## src/rtl/core/mcal_pkg.sv

```systemverilog
`default_nettype none
// ----------------------------------------------------------------------------
// mcal_pkg
// Types, codes and constants for the magnetometer calibration and heading unit.
// ----------------------------------------------------------------------------
package mcal_pkg;

  localparam int SAMPLE_WIDTH  = 16;
  localparam int SETTLE_WIDTH  = 16;
  localparam int HEADING_WIDTH = 9;
  localparam int MODE_WIDTH    = 2;

  localparam logic [MODE_WIDTH-1:0] MODE_SAMPLE  = 2'd0;
  localparam logic [MODE_WIDTH-1:0] MODE_TICK    = 2'd1;
  localparam logic [MODE_WIDTH-1:0] MODE_RESTART = 2'd2;

  localparam logic [SETTLE_WIDTH-1:0] SETTLE_RESET = 16'd5000;
  localparam logic [SETTLE_WIDTH-1:0] QUIET_MAX    = 16'hFFFF;

  // cordic datapath
  localparam int FRAC_BITS  = 24;
  localparam int CORDIC_W   = SAMPLE_WIDTH + FRAC_BITS + 4;
  localparam int ANGLE_W    = 27;
  localparam int DEG_SHIFT  = 16;
  localparam int DEG_W      = ANGLE_W - DEG_SHIFT;
  localparam int ATAN_LEN   = 24;
  localparam int ATAN_IDX_W = 5;

  localparam logic signed [ANGLE_W-1:0] DEG_90  = 27'sd5898240;
  localparam logic signed [ANGLE_W-1:0] DEG_180 = 27'sd11796480;
  localparam logic signed [DEG_W-1:0]   FULL_TURN   = 11'sd360;
  localparam logic signed [DEG_W-1:0]   HEADING_MAX = 11'sd359;

  typedef struct packed {
    logic [MODE_WIDTH-1:0]          mode;
    logic signed [SAMPLE_WIDTH-1:0] x_value;
    logic signed [SAMPLE_WIDTH-1:0] y_value;
    logic signed [SAMPLE_WIDTH-1:0] z_value;
  } in_t;

  typedef struct packed {
    logic                           calibrated;
    logic                           finished_now;
    logic                           heading_valid;
    logic [HEADING_WIDTH-1:0]       heading_deg;
    logic signed [SAMPLE_WIDTH-1:0] x_low;
    logic signed [SAMPLE_WIDTH-1:0] x_high;
    logic signed [SAMPLE_WIDTH-1:0] y_low;
    logic signed [SAMPLE_WIDTH-1:0] y_high;
    logic signed [SAMPLE_WIDTH-1:0] z_low;
    logic signed [SAMPLE_WIDTH-1:0] z_high;
  } out_t;

  // arctan(2^-i) in degrees, q16
  function automatic logic signed [ANGLE_W-1:0] atan_q16(input logic [ATAN_IDX_W-1:0] idx);
    logic signed [ANGLE_W-1:0] val;
    case (idx)
      5'd0:    val = 27'sd2949120;
      5'd1:    val = 27'sd1740967;
      5'd2:    val = 27'sd919879;
      5'd3:    val = 27'sd466945;
      5'd4:    val = 27'sd234379;
      5'd5:    val = 27'sd117304;
      5'd6:    val = 27'sd58666;
      5'd7:    val = 27'sd29335;
      5'd8:    val = 27'sd14668;
      5'd9:    val = 27'sd7334;
      5'd10:   val = 27'sd3667;
      5'd11:   val = 27'sd1833;
      5'd12:   val = 27'sd917;
      5'd13:   val = 27'sd458;
      5'd14:   val = 27'sd229;
      5'd15:   val = 27'sd115;
      5'd16:   val = 27'sd57;
      5'd17:   val = 27'sd29;
      5'd18:   val = 27'sd14;
      5'd19:   val = 27'sd7;
      5'd20:   val = 27'sd4;
      5'd21:   val = 27'sd2;
      5'd22:   val = 27'sd1;
      default: val = 27'sd0;
    endcase
    return val;
  endfunction

endpackage
`default_nettype wire

```

## src/rtl/core/mcal_cordic.sv

```systemverilog
`default_nettype none
// ----------------------------------------------------------------------------
// mcal_cordic
// Iterative vectoring cordic: one rotation step per cycle, then heading in
// whole degrees (angle plus 90, truncated, wrapped into 0..359).
// ----------------------------------------------------------------------------
module mcal_cordic import mcal_pkg::*; #(
  parameter int ITERATIONS = 16
) (
  input  logic                           clk,
  input  logic                           rst,
  input  logic                           start,
  input  logic signed [SAMPLE_WIDTH-1:0] x_in,
  input  logic signed [SAMPLE_WIDTH-1:0] y_in,
  output logic                           done,
  output logic [HEADING_WIDTH-1:0]       heading
);

  localparam int ITER_W = (ITERATIONS > 1) ? $clog2(ITERATIONS) : 1;

  localparam logic [1:0] C_IDLE  = 2'd0;
  localparam logic [1:0] C_ITER  = 2'd1;
  localparam logic [1:0] C_FINAL = 2'd2;

  logic [1:0]                state;
  logic [ITER_W-1:0]         iter;
  logic signed [CORDIC_W-1:0] x_acc;
  logic signed [CORDIC_W-1:0] y_acc;
  logic signed [ANGLE_W-1:0]  z_acc;

  logic signed [CORDIC_W-1:0] x_sc;
  logic signed [CORDIC_W-1:0] y_sc;
  logic signed [CORDIC_W-1:0] dx;
  logic signed [CORDIC_W-1:0] dy;
  logic signed [ANGLE_W-1:0]  step_angle;

  logic signed [ANGLE_W-1:0]  angle_sum;
  logic signed [ANGLE_W-1:0]  angle_neg;
  logic signed [DEG_W-1:0]    deg_trunc;
  logic signed [DEG_W-1:0]    deg_wrap;
  logic [HEADING_WIDTH-1:0]   heading_next;

  assign x_sc = {{(CORDIC_W-SAMPLE_WIDTH-FRAC_BITS){x_in[SAMPLE_WIDTH-1]}}, x_in,
                 {FRAC_BITS{1'b0}}};
  assign y_sc = {{(CORDIC_W-SAMPLE_WIDTH-FRAC_BITS){y_in[SAMPLE_WIDTH-1]}}, y_in,
                 {FRAC_BITS{1'b0}}};

  assign dx         = y_acc >>> iter;
  assign dy         = x_acc >>> iter;
  assign step_angle = atan_q16(ATAN_IDX_W'(iter));

  // truncate toward zero, then wrap negatives
  always_comb begin
    angle_sum = DEG_90 + z_acc;
    angle_neg = -angle_sum;
    if (!angle_sum[ANGLE_W-1]) begin
      deg_trunc = angle_sum[ANGLE_W-1:DEG_SHIFT];
    end else begin
      deg_trunc = -$signed(angle_neg[ANGLE_W-1:DEG_SHIFT]);
    end
    deg_wrap = deg_trunc[DEG_W-1] ? (deg_trunc + FULL_TURN) : deg_trunc;
    if (deg_wrap[DEG_W-1]) begin
      heading_next = '0;
    end else if (deg_wrap > HEADING_MAX) begin
      heading_next = HEADING_MAX[HEADING_WIDTH-1:0];
    end else begin
      heading_next = deg_wrap[HEADING_WIDTH-1:0];
    end
  end

  always_ff @(posedge clk) begin
    if (rst) begin
      state <= C_IDLE;
      done  <= 1'b0;
    end else begin
      done <= 1'b0;
      unique case (state)
        C_IDLE: begin
          if (start) begin
            iter <= '0;
            if (y_in == '0) begin
              z_acc <= x_in[SAMPLE_WIDTH-1] ? DEG_180 : '0;
              state <= C_FINAL;
            end else if (x_in == '0) begin
              z_acc <= y_in[SAMPLE_WIDTH-1] ? -DEG_90 : DEG_90;
              state <= C_FINAL;
            end else if (x_in[SAMPLE_WIDTH-1]) begin
              x_acc <= -x_sc;
              y_acc <= -y_sc;
              z_acc <= y_in[SAMPLE_WIDTH-1] ? -DEG_180 : DEG_180;
              state <= C_ITER;
            end else begin
              x_acc <= x_sc;
              y_acc <= y_sc;
              z_acc <= '0;
              state <= C_ITER;
            end
          end
        end
        C_ITER: begin
          if (!y_acc[CORDIC_W-1] && (y_acc != '0)) begin
            x_acc <= x_acc + dx;
            y_acc <= y_acc - dy;
            z_acc <= z_acc + step_angle;
          end else if (y_acc[CORDIC_W-1]) begin
            x_acc <= x_acc - dx;
            y_acc <= y_acc + dy;
            z_acc <= z_acc - step_angle;
          end
          iter <= iter + 1'b1;
          if (iter == ITER_W'(ITERATIONS - 1)) begin
            state <= C_FINAL;
          end
        end
        C_FINAL: begin
          heading <= heading_next;
          done    <= 1'b1;
          state   <= C_IDLE;
        end
        default: state <= C_IDLE;
      endcase
    end
  end

endmodule
`default_nettype wire

```

## src/rtl/core/magnetometer_calibration_and_heading_unit.sv

```systemverilog
`default_nettype none
// ----------------------------------------------------------------------------
// magnetometer_calibration_and_heading_unit
// Min/max calibration of X, Y, Z magnetometer samples with a quiet-time
// settle check, then a cordic compass heading for each later sample.
// ----------------------------------------------------------------------------
//   channel  | signals                        | beat
//   ---------+--------------------------------+-------------------------------
//   input    | in_valid, in_ready, in_data    | sample, ms tick or restart
//   output   | out_valid, out_ready, out_data | status, heading and bounds
//   config   | cfg_we, cfg_data               | settle_ms write
//
// ticks, restarts and samples during calibration: result registered in the cycle after accept
// samples after calibration: heading from the cordic loop, one rotation step per
//   cycle; zero and axis vectors skip the loop; result waits for a free output slot
// in_ready is low while a heading is in progress or a result is held
// rst is synchronous; settle_ms returns to 5000, bounds and counters to zero
// ----------------------------------------------------------------------------
module magnetometer_calibration_and_heading_unit import mcal_pkg::*; #(
  parameter int ANGLE_ITERATIONS = 16
) (
  input  logic                    clk,
  input  logic                    rst,
  input  logic                    cfg_we,
  input  logic [SETTLE_WIDTH-1:0] cfg_data,
  input  logic                    in_valid,
  output logic                    in_ready,
  input  in_t                     in_data,
  output logic                    out_valid,
  input  logic                    out_ready,
  output out_t                    out_data
);

  localparam logic [1:0] ST_IDLE   = 2'd0;
  localparam logic [1:0] ST_BUSY   = 2'd1;
  localparam logic [1:0] ST_FINISH = 2'd2;

  logic [1:0]                 state;
  logic [SETTLE_WIDTH-1:0]    settle_ms;
  logic [SETTLE_WIDTH-1:0]    quiet_count;
  logic                       done_flag;
  logic signed [SAMPLE_WIDTH-1:0] x_low, x_high, y_low, y_high, z_low, z_high;

  logic [SETTLE_WIDTH-1:0]    quiet_next;
  logic                       done_next;
  logic                       finished;
  logic                       widened;
  logic signed [SAMPLE_WIDTH-1:0] x_low_next, x_high_next, y_low_next, y_high_next;
  logic signed [SAMPLE_WIDTH-1:0] z_low_next, z_high_next;

  logic                       slot_free;
  logic                       accept;
  logic                       heading_item;
  logic                       out_load;
  logic                       cordic_done;
  logic [HEADING_WIDTH-1:0]   cordic_heading;
  out_t                       item_result;
  out_t                       heading_result;

  assign slot_free    = !out_valid || out_ready;
  assign in_ready     = (state == ST_IDLE) && slot_free;
  assign accept       = in_valid && in_ready;
  assign heading_item = (in_data.mode == MODE_SAMPLE) && done_flag;
  assign out_load     = ((state == ST_IDLE) && accept && !heading_item) ||
                        ((state == ST_FINISH) && slot_free);

  mcal_cordic #(
    .ITERATIONS (ANGLE_ITERATIONS)
  ) u_cordic (
    .clk     (clk),
    .rst     (rst),
    .start   (accept && heading_item),
    .x_in    (in_data.x_value),
    .y_in    (in_data.y_value),
    .done    (cordic_done),
    .heading (cordic_heading)
  );

  always_comb begin
    x_low_next  = x_low;
    x_high_next = x_high;
    y_low_next  = y_low;
    y_high_next = y_high;
    z_low_next  = z_low;
    z_high_next = z_high;
    quiet_next  = quiet_count;
    done_next   = done_flag;
    finished    = 1'b0;
    widened     = 1'b0;
    unique case (in_data.mode)
      MODE_SAMPLE: begin
        if (!done_flag) begin
          if (in_data.x_value < x_low)  begin x_low_next  = in_data.x_value; widened = 1'b1; end
          if (in_data.x_value > x_high) begin x_high_next = in_data.x_value; widened = 1'b1; end
          if (in_data.y_value < y_low)  begin y_low_next  = in_data.y_value; widened = 1'b1; end
          if (in_data.y_value > y_high) begin y_high_next = in_data.y_value; widened = 1'b1; end
          if (in_data.z_value < z_low)  begin z_low_next  = in_data.z_value; widened = 1'b1; end
          if (in_data.z_value > z_high) begin z_high_next = in_data.z_value; widened = 1'b1; end
          if (widened) begin
            quiet_next = '0;
          end
          if (quiet_next > settle_ms) begin
            done_next = 1'b1;
            finished  = 1'b1;
          end
        end
      end
      MODE_TICK: begin
        if (quiet_count != QUIET_MAX) begin
          quiet_next = quiet_count + 1'b1;
        end
      end
      MODE_RESTART: begin
        x_low_next  = '0;
        x_high_next = '0;
        y_low_next  = '0;
        y_high_next = '0;
        z_low_next  = '0;
        z_high_next = '0;
        quiet_next  = '0;
        done_next   = 1'b0;
      end
      default: ;
    endcase

    item_result.calibrated    = done_next;
    item_result.finished_now  = finished;
    item_result.heading_valid = 1'b0;
    item_result.heading_deg   = '0;
    item_result.x_low         = x_low_next;
    item_result.x_high        = x_high_next;
    item_result.y_low         = y_low_next;
    item_result.y_high        = y_high_next;
    item_result.z_low         = z_low_next;
    item_result.z_high        = z_high_next;

    heading_result.calibrated    = done_flag;
    heading_result.finished_now  = 1'b0;
    heading_result.heading_valid = 1'b1;
    heading_result.heading_deg   = cordic_heading;
    heading_result.x_low         = x_low;
    heading_result.x_high        = x_high;
    heading_result.y_low         = y_low;
    heading_result.y_high        = y_high;
    heading_result.z_low         = z_low;
    heading_result.z_high        = z_high;
  end

  always_ff @(posedge clk) begin
    if (rst) begin
      state       <= ST_IDLE;
      out_valid   <= 1'b0;
      settle_ms   <= SETTLE_RESET;
      quiet_count <= '0;
      done_flag   <= 1'b0;
      x_low       <= '0;
      x_high      <= '0;
      y_low       <= '0;
      y_high      <= '0;
      z_low       <= '0;
      z_high      <= '0;
    end else begin
      if (cfg_we) begin
        settle_ms <= cfg_data;
      end
      if (out_load) begin
        out_valid <= 1'b1;
      end else if (out_ready) begin
        out_valid <= 1'b0;
      end
      unique case (state)
        ST_IDLE: begin
          if (accept) begin
            if (heading_item) begin
              state <= ST_BUSY;
            end else begin
              x_low       <= x_low_next;
              x_high      <= x_high_next;
              y_low       <= y_low_next;
              y_high      <= y_high_next;
              z_low       <= z_low_next;
              z_high      <= z_high_next;
              quiet_count <= quiet_next;
              done_flag   <= done_next;
            end
          end
        end
        ST_BUSY: begin
          if (cordic_done) begin
            state <= ST_FINISH;
          end
        end
        ST_FINISH: begin
          if (slot_free) begin
            state <= ST_IDLE;
          end
        end
        default: state <= ST_IDLE;
      endcase
    end
  end

  // output beat register
  always_ff @(posedge clk) begin
    if ((state == ST_IDLE) && accept && !heading_item) begin
      out_data <= item_result;
    end else if ((state == ST_FINISH) && slot_free) begin
      out_data <= heading_result;
    end
  end

endmodule
`default_nettype wire

```

## config.mk

```make
export PLATFORM = sky130hd
export DESIGN_NAME = magnetometer_calibration_and_heading_unit
export DESIGN_NICKNAME = d
export VERILOG_FILES = /design/src/rtl/core/mcal_pkg.sv /design/src/rtl/core/mcal_cordic.sv /design/src/rtl/core/magnetometer_calibration_and_heading_unit.sv
export SDC_FILE = /design/constraint.sdc
export NUM_CORES = 2
export LEC_CHECK = 0
export BUFFER_PORTS_ARGS = -buffer_cell sky130_fd_sc_hd__buf_2
export CORE_ASPECT_RATIO = 1.75
export CORE_MARGIN = 10
export CORE_UTILIZATION = 41
export CTS_CLUSTER_SIZE = 40
export DETAILED_ROUTE_END_ITERATION = 7
export GPL_TIMING_DRIVEN = 0
export PLACE_DENSITY = 0.58
export SLEW_MARGIN = 20
export SYNTH_ARGS = -nofsm -noshare
export SYNTH_HDL_FRONTEND = slang
export SYNTH_SLANG_ARGS = --single-unit
```

## constraint.sdc

```tcl
create_clock -name clk -period 10.54 [get_ports clk]
set_input_delay 1.054 -clock clk [delete_from_list [all_inputs] [get_ports clk]]
set_output_delay 1.054 -clock clk [all_outputs]
set_load 0.03 [all_outputs]
```

==> run metrics <==
status finished clean; Worst Max-Slew Pin Slew 1.14 ns; ranking of synthesized cells by area edfxtp_1 (20%), ha_1 (11%), dfxtp_1 (10%), mux4_2 (5.4%), a21oi_1 (5.2%); Post-synth EDFFs ~230; Synth top area share 20.4%; worst hold-check path type reg2reg; post-placement cell count 5062; Cell Count, Final, Fillers Out 5148; Nets 4418; die area 0.0934 sq mm; Top FF cell, synth edfxtp_1; GPL Wtd Cong between 0.9 and 1; Synth warnings 0; num rows 138; initial core utilization 41.2%; CP Data Arrival Time 9.02 ns; Max Cap Viol 0; Iter 0 DRT Violations between 2000 and 2500; headroom to the max-slew limit 24.2%; Worst path slowest cell a2111oi_2; RSZ-0062 raised after global routing false; Ports 181; asr flop ratio synth 0%; GR Util All Layers 25.3%; Core Area 0.0806 sq mm; CTS tree yes; post-CTS sizing 0; Setup Total Neg Slack 0 ns; CP peak stage delay 0.77 ns; final setup vio count 0; #FFs+latches synth slightly below 400; hold_buf cts 0; Worst setup SP type register; Worst-path clk slew 0.07 ns; DR vias/cell 5.89; fin. max-slew vios 0; static leakage ~15 nW; synthesis-to-layout area growth 11.4%; cell area power density 106 mW/mm^2; synthesized area around 0.033 sq mm; # DRC 0; Fmax 116 MHz; Final min period about 8.6 ns; vias in the first global route 30900; grt total ovfl 0; post-synthesis cell type with the largest combined area edfxtp_1; skew final ~0.042 ns; final WL 123000 um; crit share post-route 82.0%; Netlist cell types a little under 100; initial antenna violation count 11; final hold slack roughly 0.45 ns; die width 235 um; PortBufs 179; overall power a little under 4 mW; CP endpoint kind register; Syn Nets 4186; CP Data Required Time between 10 and 15 ns; Worst-Skew Late Latency 0.64 ns; most frequent cell after synthesis nand2_1; largest net degree at the start of global routing 53; post-CTS setup buffers 0; CP Class reg2reg; H-tree level count 2; drt pass-1 iters 6; ANT nets after route 0; CP max FO 10; DP HPWL 97800 um; Clock Tree Buf Depth 3; vias post-DR 30300; Clock Tree Root clkbuf_16; Post-synth top cells nand2_1 (446), a21oi_1 (346), nor2_1 (321), ha_1 (285), inv_1 (237); clk sink count around 390; Seq/Total Area, Yosys 30.5%; IR Drop Worst-Case VDD 0.131 mV; Final Hold Fails 0; fraction of layout cells with a size suffix above 1 11.0%; die height 397 um; first-pass GRT wire length 184000 um; WL/cell 23.8 um; Syn Inst Count 3826; clock buffer count from CTS 43; Mapped Avg Cell Area between 8 and 9 sq um; reg-to-reg slack, setup 1.90 ns
-- flip-flops by register name (all words and copies together), names as in the netlist --
register and cells:
done_flag 1, out_data 108, out_valid 1, quiet_count 16
settle_ms 16, state 2, u_cordic.done 1, u_cordic.heading 9
u_cordic.iter 4, u_cordic.state 2, u_cordic.step_angle 22, u_cordic.x_acc 44
u_cordic.y_acc 44, u_cordic.z_acc 27, x_high 16, x_low 16
y_high 16, y_low 16, z_high 16, z_low 16
-- routing by layer --
layer | up-vias | wire [um] | share of wire (%) | track usage [%]
met1 | 14600 | 42300 | 34 | 24.4
met3 | 378 | 6360 | 5.2 | 4.25
met2 | 913 | 64200 | 52 | 47.4
li1 | 14400 | - | - | -
met4 | 12 | 9710 | 7.9 | 19.1
met5 | - | 90 | 0.073 | 0
-- worst max-delay path, delay by kind of cell (launching register included) --
kind | cells | cell delay (ns)
and+or+nand+nor | 4 | 0.41
DFF | 1 | 0.45
muxes | 2 | 0.56
xor gates and xnor gates | 1 | 0.15
adders and majority gates | 1 | 0.27
buffers and inverters | 6 | 2.46
AOI/OAI and AO/OA | 11 | 4.09
-- per-stage QoR --
step	utilization, %	setup slack [ns]	cell area (sq um)
2_1_floorplan	-	0.827	33300
3_3_place_gp	44.0	-4.22	35500
3_5_place_dp	44.2	2.10	35700
4_1_cts	45.9	2.06	37000
5_1_grt	45.9	1.59	37000
6_report	45.9	1.90	37000
-- power by group --
| group | switching (mW) | leakage, nW | internal, mW |
|---|---|---|---|
| Combinational | 0.441 | 10.5 | 0.230 |
| Sequential | 0.0283 | 3.52 | 1.67 |
| Clock | 0.750 | 0.642 | 0.787 |
| Total | 1.22 | 14.6 | 2.69 |
-- layout make-up --
class                   instances  area (sq um)
inverters                     241           905
well taps                    1050          1310
multi-input cells            2997         21500
flip-flops and latches        393         10100
fillers                      8031         43600
repair buffers                187          1070
clock inverters                30           215
diodes                          5          12.5
clock buffers                  50          1130
plain buffers                 195           800
-- final timing paths --
path	start	to	cells past startpoint
hold reg to reg	out_data[98]$_SDFFE_PP0P_	out_data[98]$_SDFFE_PP0P_	2
setup / recovery	u_cordic.iter[1]$_DFFE_PP_	u_cordic.y_acc[43]$_DFFE_PP_	25
hold / removal	out_data[98]$_SDFFE_PP0P_	out_data[98]$_SDFFE_PP0P_	2
setup reg to reg	u_cordic.iter[1]$_DFFE_PP_	u_cordic.y_acc[43]$_DFFE_PP_	25
-- cell families after synthesis --
logic type      count (synthesis)  share of synthesized area, %
mux                           187                          8.76
flops                         393                          30.5
buf+inv                       436                          5.12
xor+xnor                      255                          6.72
simple gates                 1191                          16.9
fa+ha+maj                     289                          11.0
compound gates               1075                          21.1
-- cell usage in the layout (no fill, tap or decap), types with 76 or more instances in the layout --
master    netlist  final
nor2_1        321    320
a21oi_1       346    346
o21ai_0       188    188
a22o_1        123    123
dfxtp_1       167    167
inv_1         237    237
a21o_1         76     76
mux2i_1        78     78
mux4_2         80     80
xnor2_1       166    166
clkbuf_1      148    152
buf_2          11    190
edfxtp_1      226    226
ha_1          285    285
xor2_1         89     89
nand2_1       446    445
No activity file was read; power rests on OpenSTA's default activity.
